### src/design/assert_macros.svh
// Assertion macros shared by the datetime reader modules.
// No dependencies; expects a clock named clock and a reset named reset in scope.
`ifndef ASSERT_MACROS_SVH
`define ASSERT_MACROS_SVH

// Same-cycle implication, disabled while reset is high
`define ASSERT_IMPL(label, ante, cons, msg) \
   label: assert property (@(posedge clock) disable iff (reset) (ante) |-> (cons)) \
      else $error(msg);

// Next-cycle implication, disabled while reset is high
`define ASSERT_NEXT(label, ante, cons, msg) \
   label: assert property (@(posedge clock) disable iff (reset) (ante) |=> (cons)) \
      else $error(msg);

`endif

### src/design/rtcdt_pkg.sv
// Shared types and constants for the three-wire RTC datetime reader.
// No dependencies; imported by every module of the block.
package rtcdt_pkg;

   // Number of bytes clocked in after the command
   localparam int READ_BYTES = 7;

   // Request codes
   localparam logic REQ_TICK  = 1'b0;
   localparam logic REQ_START = 1'b1;

   // Reset value of the command register (datetime read)
   localparam logic [7:0] CMD_RESET = 8'h65;

   // Pin codes: bit0 SCK, bit1 SIO, bit2 CS
   localparam logic [2:0] PINS_OFF    = 3'b000;
   localparam logic [2:0] LVL_CLK     = 3'b001;
   localparam logic [2:0] LVL_SEL     = 3'b100;
   localparam logic [2:0] LVL_CLK_SEL = 3'b101;
   localparam logic [2:0] DIR_CLK_SEL = 3'b101;
   localparam logic [2:0] DIR_ALL     = 3'b111;

   // Sequence step numbers
   localparam logic [7:0] STEP_PRE        = 8'd0;
   localparam logic [7:0] STEP_SELECT     = 8'd1;
   localparam logic [7:0] STEP_DRIVE      = 8'd2;
   localparam logic [7:0] STEP_CMD_FIRST  = 8'd3;
   localparam logic [7:0] STEP_CMD_LAST   = 8'd18;
   localparam logic [7:0] STEP_TURN       = 8'd19;
   localparam logic [7:0] STEP_READ_FIRST = 8'd20;
   localparam int         LAST_STEP_INT   = 20 + 16 * READ_BYTES - 1;
   localparam logic [7:0] STEP_LAST       = 8'(LAST_STEP_INT);

   // Byte positions of the datetime fields and the sanity check values
   localparam logic [2:0] BYTE_YEAR    = 3'd0;
   localparam logic [2:0] BYTE_MONTH   = 3'd1;
   localparam logic [2:0] BYTE_DAY     = 3'd2;
   localparam logic [2:0] BYTE_WEEKDAY = 3'd3;
   localparam logic [2:0] BYTE_HOUR    = 3'd4;
   localparam logic [2:0] BYTE_MINUTE  = 3'd5;
   localparam logic [2:0] BYTE_SECOND  = 3'd6;
   localparam logic [7:0] BYTE_ERASED  = 8'hFF;
   localparam logic [7:0] BYTE_ZERO    = 8'h00;

   typedef logic [READ_BYTES-1:0][7:0] byte_array_type;

   // Pin write of one tick from the sequencer
   typedef struct packed {
      logic [2:0] level;
      logic [2:0] direction;
      logic       done;
   } pins_type;

   // Decoded datetime
   typedef struct packed {
      logic       valid_res;
      logic [7:0] year;
      logic [7:0] month;
      logic [7:0] day;
      logic [7:0] weekday;
      logic [5:0] hour;
      logic [7:0] minute;
      logic [7:0] second;
   } date_type;

   // Full result transaction
   typedef struct packed {
      pins_type pins;
      date_type date;
   } rsp_type;

endpackage

### src/design/rtcdt_seq.sv
// Step sequencer: command register, step counter, shift register and byte store.
// Depends on rtcdt_pkg and assert_macros.svh.
`include "assert_macros.svh"

module rtcdt_seq import rtcdt_pkg::*; (
   input  logic           clock,
   input  logic           reset,
   input  logic           csr_wr_en,
   input  logic [7:0]     csr_wr_data,
   input  logic           fire,
   input  logic           req_type,
   input  logic           sio_bit,
   output pins_type       pins,
   output byte_array_type bytes_view
);

   logic           busy_ff, busy_in;
   logic [7:0]     step_ff, step_in;
   logic [7:0]     shift_ff, shift_in;
   logic [7:0]     cmd_ff;
   byte_array_type bytes_ff;

   logic       active;
   logic [7:0] s;
   logic [7:0] cmd_off;
   logic [7:0] rd_off;
   logic [2:0] cmd_sel;
   logic       cmd_bit;
   logic [6:0] bit_idx;
   logic       cap_en;
   logic [2:0] cap_idx;

   // Decode the current step into a pin write and the shift/capture updates
   always_comb begin
      active  = busy_ff | (req_type == REQ_START);
      s       = busy_ff ? step_ff : STEP_PRE;
      cmd_off = s - STEP_CMD_FIRST;
      rd_off  = s - STEP_READ_FIRST;
      cmd_sel = 3'd7 - cmd_off[3:1];
      cmd_bit = cmd_ff[cmd_sel];
      bit_idx = rd_off[7:1];
      cap_idx = bit_idx[5:3];

      pins.level     = PINS_OFF;
      pins.direction = PINS_OFF;
      shift_in       = shift_ff;
      cap_en         = 1'b0;

      if (active) begin
         case (s) inside
            STEP_PRE: begin
               pins.level     = LVL_CLK;
               pins.direction = DIR_CLK_SEL;
            end
            STEP_SELECT, STEP_TURN: begin
               pins.level     = LVL_CLK_SEL;
               pins.direction = DIR_CLK_SEL;
            end
            STEP_DRIVE: begin
               pins.level     = LVL_CLK_SEL;
               pins.direction = DIR_ALL;
            end
            [STEP_CMD_FIRST:STEP_CMD_LAST]: begin
               // MSB first, SCK low then high
               pins.level     = {1'b1, cmd_bit, cmd_off[0]};
               pins.direction = DIR_ALL;
            end
            default: begin
               // Read phase: sample SIO on the SCK-high tick, LSB first
               pins.direction = DIR_CLK_SEL;
               if (rd_off[0]) begin
                  pins.level = LVL_CLK_SEL;
                  shift_in   = {sio_bit, shift_ff[7:1]};
                  cap_en     = (bit_idx[2:0] == 3'd7) && (bit_idx[6:3] < 4'(READ_BYTES));
               end else begin
                  pins.level = LVL_SEL;
               end
            end
         endcase
      end

      pins.done = active && (s >= STEP_LAST);
   end

   // Advance or finish the sequence
   always_comb begin
      busy_in = busy_ff;
      step_in = step_ff;
      if (active) begin
         if (pins.done) begin
            busy_in = 1'b0;
            step_in = STEP_PRE;
         end else begin
            busy_in = 1'b1;
            step_in = s + 8'd1;
         end
      end
   end

   // Forward the byte captured this tick so the final decode sees it
   always_comb begin
      for (int i = 0; i < READ_BYTES; i++) begin
         bytes_view[i] = (cap_en && cap_idx == 3'(i)) ? shift_in : bytes_ff[i];
      end
   end

   // Control state and command register
   always_ff @(posedge clock) begin
      if (reset) begin
         busy_ff  <= 1'b0;
         step_ff  <= STEP_PRE;
         shift_ff <= 8'h00;
         cmd_ff   <= CMD_RESET;
      end else begin
         if (fire) begin
            busy_ff  <= busy_in;
            step_ff  <= step_in;
            shift_ff <= shift_in;
         end
         if (csr_wr_en) begin
            cmd_ff <= csr_wr_data;
         end
      end
   end

   // Received byte store, written before it is read
   always_ff @(posedge clock) begin
      if (fire && cap_en) begin
         bytes_ff[cap_idx] <= shift_in;
      end
   end

   `ASSERT_IMPL(a_idle_step_clear, !busy_ff, step_ff == STEP_PRE, "idle with nonzero step")
   `ASSERT_IMPL(a_step_in_range, busy_ff, step_ff <= STEP_LAST, "step past end of sequence")
   `ASSERT_NEXT(a_done_ends_read, fire && pins.done, !busy_ff && step_ff == STEP_PRE,
                "sequence did not end after done")
   `ASSERT_NEXT(a_step_advances, fire && active && !pins.done,
                busy_ff && step_ff == $past(s) + 8'd1, "step did not advance by one")

endmodule

### src/design/rtcdt_decode.sv
// Sanity check and BCD decode of the received datetime bytes.
// Depends on rtcdt_pkg.
module rtcdt_decode import rtcdt_pkg::*; (
   input  logic           done,
   input  byte_array_type bytes_in,
   output date_type       date
);

   // Arithmetic BCD: low nibble plus ten times the high nibble
   function automatic logic [7:0] bcd_value(input logic [7:0] b);
      return 8'({b[7:4], 3'b000}) + 8'({b[7:4], 1'b0}) + 8'(b[3:0]);
   endfunction

   logic       ok;
   logic [7:0] hour_full;

   always_comb begin
      ok = done && (bytes_in[BYTE_YEAR] != BYTE_ERASED) && (bytes_in[BYTE_MONTH] != BYTE_ZERO);
      hour_full = bcd_value({2'b00, bytes_in[BYTE_HOUR][5:0]});

      date.valid_res = ok;
      date.year      = ok ? bcd_value(bytes_in[BYTE_YEAR])    : 8'h00;
      date.month     = ok ? bcd_value(bytes_in[BYTE_MONTH])   : 8'h00;
      date.day       = ok ? bcd_value(bytes_in[BYTE_DAY])     : 8'h00;
      date.weekday   = ok ? bcd_value(bytes_in[BYTE_WEEKDAY]) : 8'h00;
      date.hour      = ok ? hour_full[5:0]                    : 6'h00;
      date.minute    = ok ? bcd_value(bytes_in[BYTE_MINUTE])  : 8'h00;
      date.second    = ok ? bcd_value(bytes_in[BYTE_SECOND])  : 8'h00;
   end

endmodule

### src/design/rtcdt_skid.sv
// Two-entry result buffer: output register plus skid register.
// Depends on rtcdt_pkg and assert_macros.svh.
`include "assert_macros.svh"

module rtcdt_skid import rtcdt_pkg::*; (
   input  logic    clock,
   input  logic    reset,
   input  logic    in_valid,
   output logic    in_ready,
   input  rsp_type in_data,
   output logic    out_valid,
   input  logic    out_ready,
   output rsp_type out_data
);

   logic    main_valid_ff, skid_valid_ff;
   rsp_type main_ff, skid_ff;
   logic    push, pop;

   assign in_ready  = !skid_valid_ff;
   assign out_valid = main_valid_ff;
   assign out_data  = main_ff;
   assign push      = in_valid && in_ready;
   assign pop       = main_valid_ff && out_ready;

   // Control: refill from skid first, otherwise take new transactions
   always_ff @(posedge clock) begin
      if (reset) begin
         main_valid_ff <= 1'b0;
         skid_valid_ff <= 1'b0;
      end else if (skid_valid_ff) begin
         if (pop) begin
            skid_valid_ff <= 1'b0;
         end
      end else if (push) begin
         if (main_valid_ff && !pop) begin
            skid_valid_ff <= 1'b1;
         end else begin
            main_valid_ff <= 1'b1;
         end
      end else if (pop) begin
         main_valid_ff <= 1'b0;
      end
   end

   // Payload
   always_ff @(posedge clock) begin
      if (skid_valid_ff) begin
         if (pop) begin
            main_ff <= skid_ff;
         end
      end else if (push) begin
         if (main_valid_ff && !pop) begin
            skid_ff <= in_data;
         end else begin
            main_ff <= in_data;
         end
      end
   end

   `ASSERT_IMPL(a_skid_implies_main, skid_valid_ff, main_valid_ff, "skid full with empty output")
   `ASSERT_NEXT(a_main_held, main_valid_ff && !out_ready, main_valid_ff, "stalled result dropped")
   `ASSERT_NEXT(a_skid_held, skid_valid_ff && !out_ready, skid_valid_ff, "skid entry dropped")

endmodule

### src/design/rtc_three_wire_datetime_reader.sv
// Three-wire RTC datetime reader, top level.
// Depends on rtcdt_pkg, rtcdt_seq, rtcdt_decode and rtcdt_skid.
//
// Usage: each req transaction is one tick of a bit-banged three-wire waveform
// (SCK bit0, SIO bit1, CS bit2). req_type = 1 starts a read when idle; any other
// transaction is a plain tick. Each tick returns exactly one rsp transaction
// with the pin levels and output enables to drive, and req_sio_in is the SIO
// level sampled on that tick. A read takes 132 ticks: select, the command byte
// from csr_wr_data (reset 0x65) MSB first, turnaround, then seven bytes LSB
// first. The last tick carries rsp_done_res, the sanity check and the decoded
// date and time; all result fields are zero on other ticks.
// Each response is registered in the output register, or in the skid entry
// when the output stalls. Throughput: one transaction per cycle while req_ready
// is high, set by the single-pass step decode between sequencer and output.
// Stall: a two-entry output buffer holds results; req_ready drops only when
// both entries are full, and no result is lost or repeated.
// Reset: synchronous, active high; the sequencer goes idle, the command
// register returns to 0x65 and the output buffer empties.
// csr_wr_en writes the command register at once, with no handshake.
module rtc_three_wire_datetime_reader import rtcdt_pkg::*; (
   input  logic       clock,
   input  logic       reset,
   input  logic       csr_wr_en,
   input  logic [7:0] csr_wr_data,
   input  logic       req_valid,
   output logic       req_ready,
   input  logic       req_type,
   input  logic       req_sio_in,
   output logic       rsp_valid,
   input  logic       rsp_ready,
   output logic [2:0] rsp_pin_level,
   output logic [2:0] rsp_pin_direction,
   output logic       rsp_done_res,
   output logic       rsp_valid_res,
   output logic [7:0] rsp_year,
   output logic [7:0] rsp_month,
   output logic [7:0] rsp_day,
   output logic [7:0] rsp_weekday,
   output logic [5:0] rsp_hour,
   output logic [7:0] rsp_minute,
   output logic [7:0] rsp_second
);

   logic           fire;
   pins_type       pins;
   byte_array_type bytes_view;
   date_type       date;
   rsp_type        rsp_next, rsp_out;

   assign fire = req_valid && req_ready;

   // Step sequencer
   rtcdt_seq u_seq (
      .clock       (clock),
      .reset       (reset),
      .csr_wr_en   (csr_wr_en),
      .csr_wr_data (csr_wr_data),
      .fire        (fire),
      .req_type    (req_type),
      .sio_bit     (req_sio_in),
      .pins        (pins),
      .bytes_view  (bytes_view)
   );

   // Datetime check and decode
   rtcdt_decode u_decode (
      .done     (pins.done),
      .bytes_in (bytes_view),
      .date     (date)
   );

   assign rsp_next.pins = pins;
   assign rsp_next.date = date;

   // Output register with skid entry
   rtcdt_skid u_skid (
      .clock     (clock),
      .reset     (reset),
      .in_valid  (req_valid),
      .in_ready  (req_ready),
      .in_data   (rsp_next),
      .out_valid (rsp_valid),
      .out_ready (rsp_ready),
      .out_data  (rsp_out)
   );

   assign rsp_pin_level     = rsp_out.pins.level;
   assign rsp_pin_direction = rsp_out.pins.direction;
   assign rsp_done_res      = rsp_out.pins.done;
   assign rsp_valid_res     = rsp_out.date.valid_res;
   assign rsp_year          = rsp_out.date.year;
   assign rsp_month         = rsp_out.date.month;
   assign rsp_day           = rsp_out.date.day;
   assign rsp_weekday       = rsp_out.date.weekday;
   assign rsp_hour          = rsp_out.date.hour;
   assign rsp_minute        = rsp_out.date.minute;
   assign rsp_second        = rsp_out.date.second;

endmodule
### config.mk
export PLATFORM = sky130hd
export DESIGN_NAME = rtc_three_wire_datetime_reader
export DESIGN_NICKNAME = d
export VERILOG_FILES = /design/src/design/rtcdt_pkg.sv /design/src/design/rtcdt_seq.sv /design/src/design/rtcdt_decode.sv /design/src/design/rtcdt_skid.sv /design/src/design/rtc_three_wire_datetime_reader.sv
export VERILOG_INCLUDE_DIRS = /design/src /design/src/design
export SDC_FILE = /design/constraint.sdc
export NUM_CORES = 1
export LEC_CHECK = 0
export CAP_MARGIN = 20
export CORE_MARGIN = 2
export CORE_UTILIZATION = 64
export DETAILED_ROUTE_END_ITERATION = 12
export DONT_BUFFER_PORTS = 1
export PLACE_DENSITY = 0.86
export SYNTH_ARGS = -nofsm -noshare
export SYNTH_HDL_FRONTEND = slang
export SYNTH_SLANG_ARGS = --single-unit
### constraint.sdc
create_clock -name clock -period 6.3 [get_ports clock]
set_input_delay 0.315 -clock clock [delete_from_list [all_inputs] [get_ports clock]]
set_output_delay 0.315 -clock clock [all_outputs]
set_load 0.005 [all_outputs]
; ---- Word-level counts from Yosys, hierarchy flattened
; Cells that the tools add are included.
; W data, S select, Z words.
[op_classes]
add_sub_neg = 18
magnitude_cmp = 7
n_eq_ne = 14
n_mux = 51
bitwise_logic = 2
reduce_logical = 29
[op_table]
columns = operator, count
row1 = $mux W62, 4
row2 = $mux W8, 21
row3 = $bwmux W56, 1
row4 = $add A7 B5 Y8, 6
row5 = $add A8 B4 Y8, 6
row6 = $mux W6, 7
row7 = $demux W8 S3, 1
row8 = $logic_and A1 B1 Y1, 17
row9 = $mux W1, 16
row10 = $eq A3 B3 Y1 const B, 4
row11 = $reduce_and A3 Y1, 3
row12 = $add A8 B1 Y8 const B, 1
row13 = $eq A8 B1 Y1 const B, 1
row14 = $eq A8 B2 Y1 const B, 1
row15 = $eq A8 B5 Y1 const B, 1
row16 = $ge A8 B2 Y1 const B, 1
row17 = $ge A8 B8 Y1 const B, 1
row18 = $le A8 B5 Y1 const B, 1
row19 = $logic_not A8 Y1, 1
row20 = $lt A3 B4 Y1 const B, 2
row21 = $ne A8 B8 Y1 const B, 1
row22 = $reduce_bool A8 Y1, 1
row23 = $sub A8 B5 Y8 const B, 1
row24 = $add A5 B3 Y6, 1
row25 = 17 further kinds, 21
[totals]
regBits = 207
input_bits = 15
output_inout_bits = 64
elab_cells = 156

; ---- Longest topological paths before layout
[logic_depth]
ltp_word = 19
mapped_depth = 21
depth_no_buf = 18

; ---- Modules after synthesis
; From an unflattened synthesis, not the netlist that was laid out.
[unflattened]
hier_cells = 761
hier_area_um2 = 10535.1
[by_module_without_submodules]
columns = mod, instances, cells_per_inst, area_each_um2, seq_area_each_um2
row1 = rtcdt_skid, 1, 206, 4586.9, 3763.6
row2 = rtcdt_seq, 1, 315, 4031.4, 2182.1
row3 = rtcdt_decode, 1, 239, 1910.6, 0.0
row4 = rtc_three_wire_datetime_reader, 1, 1, 6.3, 0.0

; ---- Worst setup path after synthesis
; No wires, ideal clock.
[synth_timing]
kind = reg2reg
from = register u_seq.busy_ff
to = register u_skid.main_ff (netlist bit u_skid.out_data[29]) (data pin)
setup_time_ns = 0.260
arrival_ns = 4.164
required_ns = 6.040
slack_ns = 1.876
path_stages_with_launch = 20
n_path_buf = 4
period_less_slack_ns = 4.424
cell_sequence = dfxtp_1 buf_2 and2_1 buf_2 ha_1 clkbuf_1 nand2_1 o21ai_0 a31oi_1 and3_1 buf_2 mux2i_2 o21ai_0 fa_1 ha_1 a21o_1 a21oi_1 nor2b_1 o211a_1 mux2_2
[synth_lines]
columns = element, line
row1 = from (decl), rtcdt_seq.sv:17  ; logic busy_ff, busy_in;
row2 = from (signal assigned), rtcdt_seq.sv:116  ; busy_ff <= busy_in;
row3 = to (signal assigned), rtcdt_skid.sv:50  ; main_ff <= skid_ff;
row4 = to (signal assigned), rtcdt_skid.sv:56  ; main_ff <= in_data;
row5 = to (decl), rtcdt_skid.sv:17  ; rsp_type main_ff, skid_ff;

==> results.json <==
{
  "outcome": "complete, no violations",
  "holdWs_ps": 21.7,
  "dieArea_um2": 16800,
  "ys_ff_latch": 203,
  "io_buffers": 0,
  "htreeDepth": 1,
  "areaGrowthSynthToFinish_pct": 10.9,
  "arrival_ps": 6000,
  "synth_cell_types": 57,
  "timing.final.crit_period_ps": 5740,
  "initial_utilization_pct": 65.9,
  "reg2regPathDepth": 16,
  "syn_area_per_cell_um2": 11.9,
  "clkTransAtPathRegs_ps": 60,
  "final_antenna_net_count": 0,
  "power_mw": 3.06,
  "die_w_um": 130,
  "critPathCaptureType": "register",
  "powerDensity_nw_per_um2": 274,
  "synth_edf_count": 176,
  "dr_total_vias": 6755,
  "grt-busiest-layer": "met2",
  "cts-resized-gates": 0,
  "syn_area_um2": 10100,
  "drive_gt1_share_pct": 9.99,
  "hpwl_um": 14500,
  "grt_pass1_vias": 6689,
  "placeableCoreArea_um2": 15300,
  "num-fill-cells": 987,
  "maxSlewHeadroom_pct": 32.4,
  "cap_violations": 0,
  "rsz0062_at_grt": "no",
  "wl_um": 22200,
  "grtUsageTotal_pct": 27.3,
  "overflow": 0,
  "final_common_cell": "edfxtp_1",
  "num_rows": 45,
  "first_pass_iters": 5,
  "worstPathMaxFanout": 18,
  "cts_buffers": 22,
  "synthFlopType": "edfxtp_1",
  "grt_max_degree": 71,
  "grt_use_met1_pct": 36.4,
  "start_kind": "register",
  "synthCells": 851,
  "cts_setup_buffers": 0,
  "antenna_cells": 0,
  "grt_first_pass_wirelength_um": 35200,
  "grtUsageMet3_pct": 4.21,
  "cts_sinks": 203,
  "postCtsHoldBufs": 16,
  "drv_slew": 0,
  "yosys.area.top_type": "edfxtp_1",
  "finalWorstSetupSlack_ps": 559,
  "min_path_type": "input port to register",
  "setup-violations-final": 0,
  "dp_slack_ps": 819,
  "drt_iter0_markers": 732,
  "drc_errors": 0,
  "die_h_um": 130,
  "fin_skew_ps": 5.99,
  "final_net_count": 933,
  "tightest_slew_ps": 1010,
  "p_leak_nw": 4.34,
  "gr-usage-met2_pct": 45.2,
  "layout_common_cells": "edfxtp_1, nand2_1, nor2_1",
  "fin_setup_tns_ps": 0,
  "clk_latency_ps": 500,
  "ioPinCount": 79,
  "synth_async_sr_flop_share_pct": 0,
  "synth_top_area_share_pct": 52.4,
  "fmax_ghz": 0.174,
  "cts_tree": "built",
  "worstPathRequired_ps": 6560,
  "timing_hold_violations_final": 0,
  "min_period_over_period_pct": 91.1,
  "synth_nets": 928,
  "synth.area.top_cells": "edfxtp_1, ha_1, dfxtp_1",
  "antenna_found_initial": 0,
  "hold_depth": 2,
  "clockRootBuffer": "clkbuf_16",
  "yosysWarnings": 0,
  "ys_seq_area_share_pct": 57.7,
  "gp_congestion": 1.02,
  "wl_per_cell_um": 20.5,
  "cts_max_path_buffers": 3,
  "path_class": "register to register",
  "ir_drop_v": 0.000253,
  "viasPerCell": 6.24
}
-- Yosys cell counts, drive strengths merged (14+ instances only) --
| cell type | count |
|---|---|
| a21o | 14 |
| a21oi | 40 |
| and2 | 16 |
| buf | 14 |
| clkbuf | 28 |
| dfxtp | 27 |
| edfxtp | 176 |
| ha | 49 |
| inv | 54 |
| mux2 | 30 |
| mux2i | 28 |
| nand2 | 95 |
| nor2 | 73 |
| nor3 | 17 |
| o21ai | 50 |
| o31ai | 22 |
-- where the power goes --
part | total (mW) | switching [mW] | internal, mW | leakage, nW
Clock | 1.43 | 0.519 | 0.908 | 0.396
Combinational | 0.0979 | 0.0639 | 0.0341 | 2.14
Sequential | 1.54 | 0.0276 | 1.51 | 1.81
-- metrics by stage --
step	area, um2	instances	util [%]
after global placement	10200	1026	66.7
after detailed placement	10200	1026	66.7
after global routing	11200	1082	73.1
after floorplan	10100	851	-
final	11200	1082	73.1
after CTS	11200	1081	73.0
-- cell families (layout without fill, tap and decap cells) --
family	after synthesis	after routing	synth area share (%)
simple gates	249	249	11.3
mux	60	60	6.61
flops	203	203	57.7
compound gates	155	155	9.58
fa+ha+maj	62	62	8.65
buf+inv	98	118	4.08
xor+xnor	24	24	2.08
-- worst max-delay path: stages, from the launching register on --
cell     delay (ps)
dfxtp_1         730
and2_1          390
inv_2           150
ha_1            250
nor2b_1         180
o21ai_0         100
a31oi_1         300
and3_1          480
mux2i_2         740
o21ai_0         340
fa_1            530
ha_1            310
a21o_1          170
a21oi_1         250
nor2b_1          90
o211a_1         230
mux2_2          260
-- flip-flops by register name, indices dropped and copies added, names as in the netlist --
register / count
u_seq.step_ff: 8
u_skid.out_valid: 1
u_skid.skid_ff: 61
u_seq.busy_ff: 1
u_seq.bytes_ff: 54
u_skid.skid_valid_ff: 1
u_seq.cmd_ff: 8
u_skid.out_data: 61
u_seq.shift_ff: 8
-- final timing paths --
path / from / end / slack, ps
worst max-delay path: u_seq.busy_ff / u_skid.out_data[29] / 560
worst min-delay path: req_valid / u_skid.skid_valid_ff / 20
worst max register to register: u_seq.busy_ff / u_skid.out_data[29] / 560
worst min register to register: u_seq.step_ff[0] / u_seq.step_ff[0] / 520
-- area by class of cell --
cell class	instances	area [um2]	area share [%]
clock buffers	24	579	5.18
clock inverters	15	228	2.04
inverters	56	211	1.89
multi-input cells	550	3870	34.6
well taps	211	264	2.36
repair buffers	23	213	1.90
flip-flops and latches	203	5830	52.1
-- metal layers --
layer  share of wire, %  up-vias
met5                  0        -
met4                3.3        0
met3                7.5       54
met2                 48      312
met1                 41     3317
li1                   -     3072
Note: power is estimated with default switching activity, not from simulation.
